==> src/sv/modexp_pkg.sv <==
// Shared types for the modular exponentiation block.
package modexp_pkg;

  // Which operation the shared modular multiplier is running.
  typedef enum logic [1:0] {
    JOB_REDUCE,
    JOB_ACC,
    JOB_SQR
  } job_t;

endpackage

==> src/sv/modular_exponentiation_top.sv <==
// Modular exponentiation: one item in, base^exponent mod modulus out, using
// right-to-left square-and-multiply. All modular products run on a single
// shift-and-add multiplier that walks the multiplier MSB first: each bit
// step doubles the partial sum, then adds the multiplicand when the bit is
// set, and each of these ends in one conditional subtract of the modulus. An
// item costs one product to reduce the base, then, for each exponent bit up
// to the highest set bit, one squaring plus one more product when the bit is
// set, with a pass through the sequencing state S_STEP per bit. A zero
// modulus skips the products and gives 0. in_ready is high only while no
// item is in progress. The result sits in an output register, so the next
// item may be taken while it waits for out_ready.
module modular_exponentiation_top #(
  parameter int WORD_BITS = 31
) (
  input  logic                 clk,
  input  logic                 rst,
  input  logic                 in_valid,
  output logic                 in_ready,
  input  logic [WORD_BITS-1:0] base_value,
  input  logic [WORD_BITS-1:0] exponent_value,
  input  logic [WORD_BITS-1:0] modulus_value,
  output logic                 out_valid,
  input  logic                 out_ready,
  output logic [WORD_BITS-1:0] power_result
);
  import modexp_pkg::*;

  localparam int CW = $clog2(WORD_BITS + 1);

  typedef enum logic [1:0] {
    S_IDLE,
    S_MUL,
    S_STEP,
    S_DONE
  } state_t;

  state_t               state;
  job_t                 job;
  logic [WORD_BITS-1:0] modulus;
  logic [WORD_BITS-1:0] expo;
  logic [WORD_BITS-1:0] acc;
  logic [WORD_BITS-1:0] sq;
  logic [WORD_BITS-1:0] mul_a;
  logic [WORD_BITS-1:0] mul_b;
  logic [WORD_BITS-1:0] prod;
  logic [CW-1:0]        cnt;
  logic                 phase;

  // Shared add / compare / subtract unit.
  logic [WORD_BITS-1:0] addend;
  logic [WORD_BITS:0]   sum;
  logic [WORD_BITS:0]   diff;
  logic [WORD_BITS-1:0] red;

  always_comb begin
    if (phase) begin
      addend = mul_b[WORD_BITS-1] ? mul_a : '0;
    end else begin
      addend = prod;
    end
    sum  = {1'b0, prod} + {1'b0, addend};
    diff = sum - {1'b0, modulus};
    red  = (sum >= {1'b0, modulus}) ? diff[WORD_BITS-1:0] : sum[WORD_BITS-1:0];
  end

  assign in_ready = (state == S_IDLE);

  always_ff @(posedge clk) begin
    if (rst) begin
      state     <= S_IDLE;
      out_valid <= 1'b0;
    end else begin
      if (out_valid && out_ready && (state != S_DONE)) begin
        out_valid <= 1'b0;
      end
      unique case (state)
        S_IDLE: begin
          if (in_valid) begin
            modulus <= modulus_value;
            expo    <= exponent_value;
            acc     <= (modulus_value <= WORD_BITS'(1)) ? '0 : WORD_BITS'(1);
            mul_a   <= WORD_BITS'(1);
            mul_b   <= base_value;
            prod    <= '0;
            cnt     <= CW'(WORD_BITS);
            phase   <= 1'b0;
            job     <= JOB_REDUCE;
            if (modulus_value == '0) begin
              state <= S_DONE;
            end else begin
              state <= S_MUL;
            end
          end
        end
        S_MUL: begin
          if (!phase) begin
            prod  <= red;
            phase <= 1'b1;
          end else begin
            phase <= 1'b0;
            if (cnt != CW'(1)) begin
              prod  <= red;
              mul_b <= {mul_b[WORD_BITS-2:0], 1'b0};
              cnt   <= cnt - CW'(1);
            end else begin
              unique case (job)
                JOB_REDUCE: begin
                  sq    <= red;
                  state <= S_STEP;
                end
                JOB_ACC: begin
                  acc   <= red;
                  mul_a <= sq;
                  mul_b <= sq;
                  prod  <= '0;
                  cnt   <= CW'(WORD_BITS);
                  job   <= JOB_SQR;
                end
                JOB_SQR: begin
                  sq    <= red;
                  expo  <= expo >> 1;
                  state <= S_STEP;
                end
                default: begin
                  state <= S_STEP;
                end
              endcase
            end
          end
        end
        S_STEP: begin
          prod  <= '0;
          cnt   <= CW'(WORD_BITS);
          phase <= 1'b0;
          if (expo == '0) begin
            state <= S_DONE;
          end else begin
            state <= S_MUL;
            if (expo[0]) begin
              mul_a <= acc;
              mul_b <= sq;
              job   <= JOB_ACC;
            end else begin
              mul_a <= sq;
              mul_b <= sq;
              job   <= JOB_SQR;
            end
          end
        end
        S_DONE: begin
          if (!out_valid || out_ready) begin
            power_result <= acc;
            out_valid    <= 1'b1;
            state        <= S_IDLE;
          end
        end
        default: begin
          state <= S_IDLE;
        end
      endcase
    end
  end

endmodule

==> config.mk <==
export PLATFORM = sky130hd
export DESIGN_NAME = modular_exponentiation_top
export DESIGN_NICKNAME = d
export VERILOG_FILES = /design/src/sv/modexp_pkg.sv /design/src/sv/modular_exponentiation_top.sv
export SDC_FILE = /design/constraint.sdc
export NUM_CORES = 1
export LEC_CHECK = 0
export BUFFER_PORTS_ARGS = -buffer_cell sky130_fd_sc_hd__buf_2
export CORE_UTILIZATION = 40
export DETAILED_ROUTE_END_ITERATION = 10
export GPL_TIMING_DRIVEN = 0
export PLACE_DENSITY = 0.57
export SLEW_MARGIN = 20
export SYNTH_ARGS = -nofsm -noshare
export SYNTH_HDL_FRONTEND = slang
export SYNTH_SLANG_ARGS = --single-unit
==> constraint.sdc <==
create_clock -name clk -period 5.85 [get_ports clk]
set_input_delay 1.17 -clock clk [delete_from_list [all_inputs] [get_ports clk]]
set_output_delay 1.17 -clock clk [all_outputs]
set_load 0.02 [all_outputs]
==> results.cfg, run 1 <==
[floorplanning]
die_h_um = 191
initial_core_util_pct = 41.0
io_pins = 130
die_w_um = 191
core_area_um2 = 34900
num_rows = 68
dieArea_um2 = 36500

[cts]
cts_tree = done
cts_buffers = 30
clkSinkCount = 259
insertion_delay_ns = 0.58
cts_hold_buf = 0
root_buffer = clkbuf_16
clk_pin_slew_ns = 0.06
clk_path_buf_depth = 3
h-tree-depth = 1

[critical_path]
critPathTopFamily = compound AO/OA/AOI/OAI gates
critPathLaunchType = flop
critical_path_class = flop to flop
cp_max_fo = 8
reg2reg_to = acc[17]$_SDFFCE_PN0P_
max_stage_delay_ns = 0.55
critPathBufInv = 3
r2r-start = mul_b[30]$_DFFE_PP_
reg2reg_slack_ns = 0.15
cpMaxStageDelayCell = or4_4
arrival_ns = 6.04
crit_required_ns = 6.19
crit_path_end_kind = flop
r2r_cells = 23
path_cells = and2_4, buf_8, nand2_4, o21ai_4, ha_4, a21o_1, nand4_1, a211o_4, nand4_1, o211ai_1, o21ai_1, xor2_1, ha_2, a21o_1, a31oi_1, o21ai_0, or4_4, a22o_1, a31oi_4, buf_12, clkbuf_16, mux2_4, and2_4

[synthesis]
synth_top_family_by_area = compound AO/OA/AOI/OAI gates
synthArstFlopShare_pct = 0
syn-num-nets = 1426
synth_simple_gate_area_share_pct = 11.8
avgSynthCellArea_um2 = 11.4
ys.flop_type = edfxtp_1
synth_compound_area_share_pct = 15.1
synth_edf_count = 256
seq_area_frac_synth_pct = 54.2
ys_ff_latch = 259
netlist-cell-type-count = 62
ys.warnings.count = 0
syn_inst = 1259
synthAdderAreaFrac_pct = 6.23
muxShareOfSynthArea_pct = 5.38
syn_area_um2 = 14300
synth-xor-area-share_pct = 3.25

[final_layout]
layout_commonest_cell = edfxtp_1
final_nets = 1631
fin_area_um2 = 17700
layout_common_cells = edfxtp_1, buf_2, inv_1
area_growth_pct = 23.6
n_antenna_cell = 0
final_cells = 1943
drive_gt1_share_pct = 27.4
utilization_pct = 50.7

[placement]
hpwl_mm = 29.0
gp_congestion = 0.875
place_area_um2 = 15700
portBuffers = 129
dpl.cell_count = 1859

[sta]
setup_viol = 0
period_minus_slack_ns = 5.70
tightest_slew_ns = 0.910
fin_skew_ns = 0.0112
fin_crit_sh_pct = 97.4
rsz0062_at_grt = yes
relSlewSlack_pct = 39.3
max_freq_ghz = 0.175
hold_viol_final = 0
drv_slew = 0
setup-tns-final_ns = 0

[min_path]
hold_start = acc[6]$_SDFFCE_PN0P_
hold_depth = 0
worstHoldPathType = flop to flop
holdPathEnd = power_result[6]$_DFFE_PP_

[route]
viasPerCell = 5.43
drt-wirelength-per-cell_um = 19.6
dr.first_iter.drc_count = 619
num_vias = 10600
drc = 0
postRouteAntennaNets = 0
dr.pass1.iters = 5
drt_wl_total_mm = 38.1

[global_route]
grtUsageTotal_pct = 20.8
grt_pass1_wl_mm = 58.0
grt_max_degree = 31
grt_pass1_vias = 10200
antenna_found_initial = 0
globalRouteOverflowTotal = 0

[outcome]
status = finished, final reports clean

[run]
drv_cap = 0
[layer usage]
layer,vias to the layer above,global-route usage (%),routed length [um]
li1,5116,-,-
met1,5098,31.0,18200
met2,298,32.2,17100
met3,40,2.88,2070
met4,0,4.15,696
met5,-,0,0
[cell families after synthesis]
kind of cell | count (synthesis)
AOI/OAI and AO/OA | 330
xor gates and xnor gates | 53
adders and majority gates | 70
buffers and inverters | 145
DFF | 259
muxes | 62
and+or+nand+nor | 340
[cell type report]
| class | count | area (um^2) |
|---|---|---|
| Fill cell | 3180 | 17200 |
| Sequential cell | 259 | 7750 |
| Multi-Input combinational cell | 855 | 6530 |
| Timing Repair Buffer | 185 | 1220 |
| Clock buffer | 33 | 762 |
| Tap cell | 455 | 569 |
| Inverter | 88 | 330 |
| Clock inverter | 23 | 272 |
| Buffer | 45 | 256 |
[worst register-to-register path, stage by stage, from the launching register on]
cell and delay (ns):
edfxtp_1 0.46, and2_4 0.24, buf_8 0.13, nand2_4 0.07, o21ai_4 0.07, ha_4 0.26, a21o_1 0.12, nand4_1 0.17
a211o_4 0.42, nand4_1 0.10, o211ai_1 0.17, o21ai_1 0.21, xor2_1 0.29, ha_2 0.40, a21o_1 0.23, a31oi_1 0.14
o21ai_0 0.13, or4_4 0.55, a22o_1 0.27, a31oi_4 0.21, buf_12 0.17, clkbuf_16 0.15, mux2_4 0.33, and2_4 0.16
[metrics by stage]
step,worst slack [ns],hold slack (ns)
6_report,0.152,0.458
5_1_grt,-0.0465,0.458
4_1_cts,0.000738,0.454
3_5_place_dp,-1.28,0.442
3_3_place_gp,-2.21,0.436
2_1_floorplan,0.284,0.420
[synth_stat cells (21+ instances only)]
| library cell | count | area [um^2] |
|---|---|---|
| nand3_1 | 23 | 115 |
| inv_1 | 88 | 330 |
| and2_1 | 52 | 325 |
| edfxtp_1 | 256 | 7690 |
| a22o_1 | 32 | 280 |
| mux2_4 | 21 | 315 |
| xnor2_1 | 34 | 298 |
| ha_1 | 68 | 851 |
| mux2_2 | 35 | 394 |
| a21o_1 | 27 | 203 |
| clkbuf_1 | 49 | 184 |
| a21oi_1 | 89 | 445 |
| nand2_1 | 85 | 319 |
| nor2_1 | 78 | 293 |
| a22oi_1 | 30 | 225 |
| o21ai_0 | 68 | 340 |
[how the worst max path moves through the flow]
stage,start,to,slack (ns),cells after the start
2_1_floorplan,phase$_SDFFCE_PN0P_,acc[10]$_SDFFCE_PN0P_,0.28,24
3_3_place_gp,cnt[1]$_SDFFCE_PN1P_,mul_a[9]$_DFFE_PP_,-2.21,5
3_5_place_dp,phase$_SDFFCE_PN0P_,prod[26]$_SDFFCE_PN0P_,-1.28,24
4_1_cts,phase$_SDFFCE_PN0P_,acc[10]$_SDFFCE_PN0P_,0.0007,25
5_1_grt,mul_b[30]$_DFFE_PP_,acc[15]$_SDFFCE_PN0P_,-0.05,24
6_report,mul_b[30]$_DFFE_PP_,acc[17]$_SDFFCE_PN0P_,0.15,23
[state kept, by name (all words and copies together) (netlist names)]
register and flops:
modulus 31, cnt 5, mul_b 31, state 2, out_valid 1, phase 1, mul_a 31, prod 31
acc 31, power_result 31, job 2, sq 31, expo 31
[timing repair]
action | 4_1_cts | 5_1_grt
gates resized for setup | 64 | 83
setup buffers | 22 | 14
setup endpoints to repair | 93 | 93
gates cloned | 1 | 3
pin swaps | 23 | 25
Power of run 1 is not shown: default switching activity piles up to over one toggle a cycle in this logic, so the estimate is an artifact.
==> inputs of run 2 (changes only) <==
--- a/config.mk
+++ b/config.mk
@@ -11,3 +11,3 @@
 export GPL_TIMING_DRIVEN = 0
-export PLACE_DENSITY = 0.57
+export PLACE_DENSITY_LB_ADDON = 0.3
 export SLEW_MARGIN = 20
--- a/constraint.sdc
+++ b/constraint.sdc
@@ -3,2 +3,2 @@
 set_output_delay 1.17 -clock clk [all_outputs]
-set_load 0.02 [all_outputs]
+set_load 0.005 [all_outputs]
==> results.cfg, run 2 (synthesized netlist as in run 1, its figures left out) <==
[sta]
setup_viol = 26
tightest_slew_ns = 0.974
setup_slack_ns = -0.0366
fin_crit_sh_pct = 101
max_freq_ghz = 0.170
period_minus_slack_ns = 5.89
relSlewSlack_pct = 35.1
rsz0062_at_grt = yes
setup-tns-final_ns = -0.359
drv_slew = 0
fin_skew_ns = 0.0164
hold_viol_final = 0

[route]
wl_met2_mm = 17.1
dr.pass1.iters = 5
dr.first_iter.drc_count = 842
routed.top_layer = met4
num_vias = 10600
drt-met1-wl_mm = 17.2
viasPerCell = 5.46
postRouteAntennaNets = 0
drt_wl_total_mm = 37.7
drc = 0
met3_length_mm = 2.69
drt-wirelength-per-cell_um = 19.5

[global_route]
globalRouteOverflowTotal = 0
grt_pass1_wl_mm = 56.7
grt_max_degree = 32
grtUsageTotal_pct = 20.1
grt_pass1_vias = 10200
antenna_found_initial = 0

[cts]
clkSinkCount = 259
root_buffer = clkbuf_16
clk_pin_slew_ns = 0.06
cts_tree = done
h-tree-depth = 1
clk_path_buf_depth = 3
cts_buffers = 27
insertion_delay_ns = 0.55
cts_hold_buf = 0

[final_layout]
n_antenna_cell = 0
layout_common_cells = edfxtp_1, buf_2, inv_1
layout_commonest_cell = edfxtp_1
area_growth_pct = 22.7
final_nets = 1633
drive_gt1_share_pct = 27.8

[critical_path]
cp_max_fo = 7
r2r_cells = 22
arrival_ns = 6.18
crit_path_end_kind = flop
reg2reg_slack_ns = -0.04
crit_required_ns = 6.14
r2r-start = phase$_SDFFCE_PN0P_
critical_path_class = flop to flop
reg2reg_to = acc[11]$_SDFFCE_PN0P_
critPathLaunchType = flop

[min_path]
holdPathEnd = power_result[28]$_DFFE_PP_
hold_start = acc[28]$_SDFFCE_PN0P_
worstHoldPathType = flop to flop
hold_depth = 0

[floorplanning]
die_w_um = 191
core_area_um2 = 34900
die_h_um = 191
dieArea_um2 = 36500
initial_core_util_pct = 41.0
io_pins = 130
num_rows = 68

[run]
drv_cap = 0

[outcome]
status = complete, but fails checks
violations = setup timing

[placement]
portBuffers = 129
gp_congestion = 0.910
hpwl_mm = 28.5
## run 2: cell count changes in the layout (fill, tap and decap cells not counted), moves of 4 or more
cell     previous run  this run
and2_4             19        39
buf_4              39        43
o21ai_1             7        12
and2_1             33        13
## run 2: how the worst max path moves through the flow
stage / to / slack [ns] / cells after the start / from
floorplan: acc[10]$_SDFFCE_PN0P_ / 0.28 / 24 / phase$_SDFFCE_PN0P_
global placement: mul_a[8]$_DFFE_PP_ / -1.91 / 5 / cnt[1]$_SDFFCE_PN1P_
detailed placement: prod[26]$_SDFFCE_PN0P_ / -1.22 / 24 / phase$_SDFFCE_PN0P_
CTS: acc[27]$_SDFFCE_PN0P_ / -0.006 / 25 / phase$_SDFFCE_PN0P_
global route: acc[11]$_SDFFCE_PN0P_ / -0.20 / 25 / phase$_SDFFCE_PN0P_
finish: acc[11]$_SDFFCE_PN0P_ / -0.04 / 22 / phase$_SDFFCE_PN0P_
## run 2: critical path, cell delays in order, from the launching register on
cell,delay (ns)
edfxtp_1,0.53
and2_4,0.24
buf_8,0.14
nand2_4,0.06
o21ai_4,0.07
ha_4,0.26
a21o_1,0.13
nand4_1,0.15
a211o_1,0.41
a211oi_4,0.32
o211a_1,0.29
nor2_1,0.13
o311ai_2,0.39
ha_1,0.37
a21oi_2,0.25
nand2_1,0.07
or4_1,0.53
a22o_1,0.28
a31oi_4,0.17
buf_12,0.17
clkbuf_16,0.16
mux2_4,0.33
and2_4,0.16
## run 2: final cells by class
| type | instances | area (um^2) |
|---|---|---|
| Fill cell | 3064 | 17300 |
| Inverter | 88 | 330 |
| Clock buffer | 29 | 683 |
| Timing Repair Buffer | 190 | 1270 |
| Clock inverter | 19 | 146 |
| Multi-Input combinational cell | 855 | 6540 |
| Buffer | 45 | 264 |
| Tap cell | 455 | 569 |
| Sequential cell | 259 | 7750 |
## run 2: repair_timing
item,in CTS,in global routing
endpoints found under the setup margin,93,93
buffers inserted,19,20
pin swaps,16,46
gates resized for setup,42,129
gates cloned,0,4
## run 2: stage by stage
stage          hold WS, ns  cells  util [%]  setup WS [ns]  cell area, um^2
2_1_floorplan        0.420   1259         -          0.284            14300
5_1_grt              0.472   1940      50.3         -0.205            17600
4_1_cts              0.451   1925      48.5       -0.00643            16900
3_3_place_gp         0.442   1843      44.5          -1.91            15500
6_report             0.450   1940      50.3        -0.0366            17600
3_5_place_dp         0.437   1861      45.2          -1.22            15800
## run 2: metal layers
| metal | global-route usage, % | vias to the layer above |
|---|---|---|
| met1 | 29.2 | 5055 |
| met3 | 2.75 | 54 |
| li1 | - | 5094 |
| met5 | 0 | - |
| met4 | 4.40 | 0 |
| met2 | 31.7 | 391 |
Power of run 2 is left out for the same reason.
==> inputs of run 3 (changes only) <==
ABC_AREA = 1   (was default)
==> results.cfg, run 3 <==
[outcome]
status = finished, final reports clean

[final_layout]
final_cells = 2428
seqCellArea_um2 = 7750
layout_commonest_cell = nand2_1
fin_area_um2 = 17500
final_nets = 2070
layout_common_cells = nand2_1, edfxtp_1, nor2_1
n_antenna_cell = 0
multi_input_area_um2 = 6350
fillers = 3576
area_growth_pct = 15.8
drive_gt1_share_pct = 12.2

[floorplanning]
initial_core_util_pct = 40.9
num_rows = 70
dieArea_um2 = 38500
core_area_um2 = 36900
die_w_um = 196
io_pins = 130
die_h_um = 196

[run]
drv_cap = 0

[min_path]
worstHoldPathType = flop to flop

[sta]
fin_skew_ns = 0.0117
max_freq_ghz = 0.188
period_minus_slack_ns = 5.33
relSlewSlack_pct = 42.3
setup-tns-final_ns = 0
setup_viol = 0
rsz0062_at_grt = no
tightest_slew_ns = 0.863
fin_crit_sh_pct = 91.2
hold_viol_final = 0
drv_slew = 0

[cts]
cts_buffers = 27
cts_resized = 0
clkSinkCount = 259
h-tree-depth = 1
root_buffer = clkbuf_16
post_cts_buffers = 0
clk_path_buf_depth = 3
cts_hold_buf = 0
cts_tree = done
clk_pin_slew_ns = 0.06
insertion_delay_ns = 0.56

[critical_path]
max_stage_delay_ns = 0.54
arrival_ns = 5.62
cpMaxStageDelayCell = clkbuf_1
crit_path_end_kind = flop
crit_required_ns = 6.13
cp_max_fo = 10
crit_top_cell = nand2_1
critPathLaunchType = flop
critical_path_class = flop to flop

[global_route]
grt_max_degree = 32
grt_pass1_wl_mm = 66.6
grt_pass1_vias = 12300
antenna_found_initial = 0
grtUsageTotal_pct = 22.5
globalRouteOverflowTotal = 0

[synthesis]
syn_inst = 1719
synthArstFlopShare_pct = 0
avgSynthCellArea_um2 = 8.77
yosysMostFrequentCell = nand2_1
netlist.area_leader.share_pct = 51.0
syn_area_um2 = 15100
ys.flop_type = edfxtp_1
ys_ff_latch = 259
yosys.area.top_type = edfxtp_1
seq_area_frac_synth_pct = 51.4
synth.area.top_cells = edfxtp_1, nand2_1, ha_1
netlist-cell-type-count = 40
synth_edf_count = 256
synthTopCellsByCount = nand2_1, edfxtp_1, nor2_1
ys.warnings.count = 0
syn-num-nets = 1886

[route]
dr.first_iter.drc_count = 1026
postRouteAntennaNets = 0
drc = 0
viasPerCell = 5.22
num_vias = 12700
dr.pass1.iters = 7
drt-wirelength-per-cell_um = 17.8
drt_wl_total_mm = 43.1

[placement]
dpl.cell_count = 2378
portBuffers = 129
gp_congestion = 0.985
place_area_um2 = 16600
hpwl_mm = 34.7
[run 3: cell count changes after synthesis, moves of 18 or more]
| cell | previous run | this run |
|---|---|---|
| nand2_1 | 85 | 439 |
| nor2_1 | 78 | 215 |
| inv_1 | 88 | 213 |
| nand3_1 | 23 | 113 |
| and2_1 | 52 | 0 |
| mux2_2 | 35 | 0 |
| a22o_1 | 32 | 0 |
| a22oi_1 | 30 | 0 |
| a32o_1 | 0 | 30 |
| a221oi_1 | 3 | 30 |
| a21o_1 | 27 | 1 |
| mux2_4 | 21 | 0 |
| xnor2_1 | 34 | 16 |
[run 3: metrics by stage]
step                      util (%)  hold WS (ns)  setup slack, ns
after floorplan                  -         0.427            0.623
after global placement        44.4         0.434            -1.37
after detailed placement      45.1         0.439            0.588
after CTS                     47.4         0.455            0.565
after global routing          47.4         0.466           0.0511
final                         47.4         0.454            0.517
[run 3: cell type report]
cell class	instances	share of cell area (%)
buffer	55	1.38
timing repair buffer	155	4.95
tap	504	3.61
inverter	213	4.58
multi-input combinational	1192	36.4
sequential	259	44.4
clock buffer	36	4.06
clock inverter	14	0.702
[run 3: worst paths after layout]
| path | startpoint | end | slack, ns | depth (start not counted) |
|---|---|---|---|---|
| hold / removal | acc[10]$_SDFFCE_PN0P_ | power_result[10]$_DFFE_PP_ | 0.45 | 0 |
| setup reg to reg | phase$_SDFFCE_PN0P_ | acc[2]$_SDFFCE_PN0P_ | 0.52 | 32 |
| hold reg to reg | acc[10]$_SDFFCE_PN0P_ | power_result[10]$_DFFE_PP_ | 0.45 | 0 |
| setup / recovery | phase$_SDFFCE_PN0P_ | acc[2]$_SDFFCE_PN0P_ | 0.52 | 32 |
[run 3: critical path: cells and delay by family, from the launching register on]
family                     cells  cell delay (ns)
xor gates and xnor gates       1             0.25
DFF                            1             0.36
buffers and inverters          6             1.34
adders and majority gates      3             0.82
and+or+nand+nor               22             2.27
[run 3: metal layers]
metal	wire length, um	up-vias	share of wire, %	global-route usage, %
met3	2480	43	5.8	2.99
met1	20300	5998	47	31.7
li1	-	6225	-	-
met4	765	0	1.8	4.77
met5	0	-	0	0
met2	19600	418	45	36.8
[run 3: logic make-up (layout without fill, tap and decap cells)]
| logic type | after synthesis | count (layout) | synth area share (%) |
|---|---|---|---|
| xor gates and xnor gates | 41 | 41 | 2.38 |
| buffers and inverters | 268 | 473 | 6.90 |
| adders and majority gates | 70 | 70 | 5.91 |
| DFF | 259 | 259 | 51.4 |
| AOI/OAI and AO/OA | 218 | 218 | 9.36 |
| and+or+nand+nor | 863 | 863 | 24.1 |
Power of run 3 is left out for the same reason.
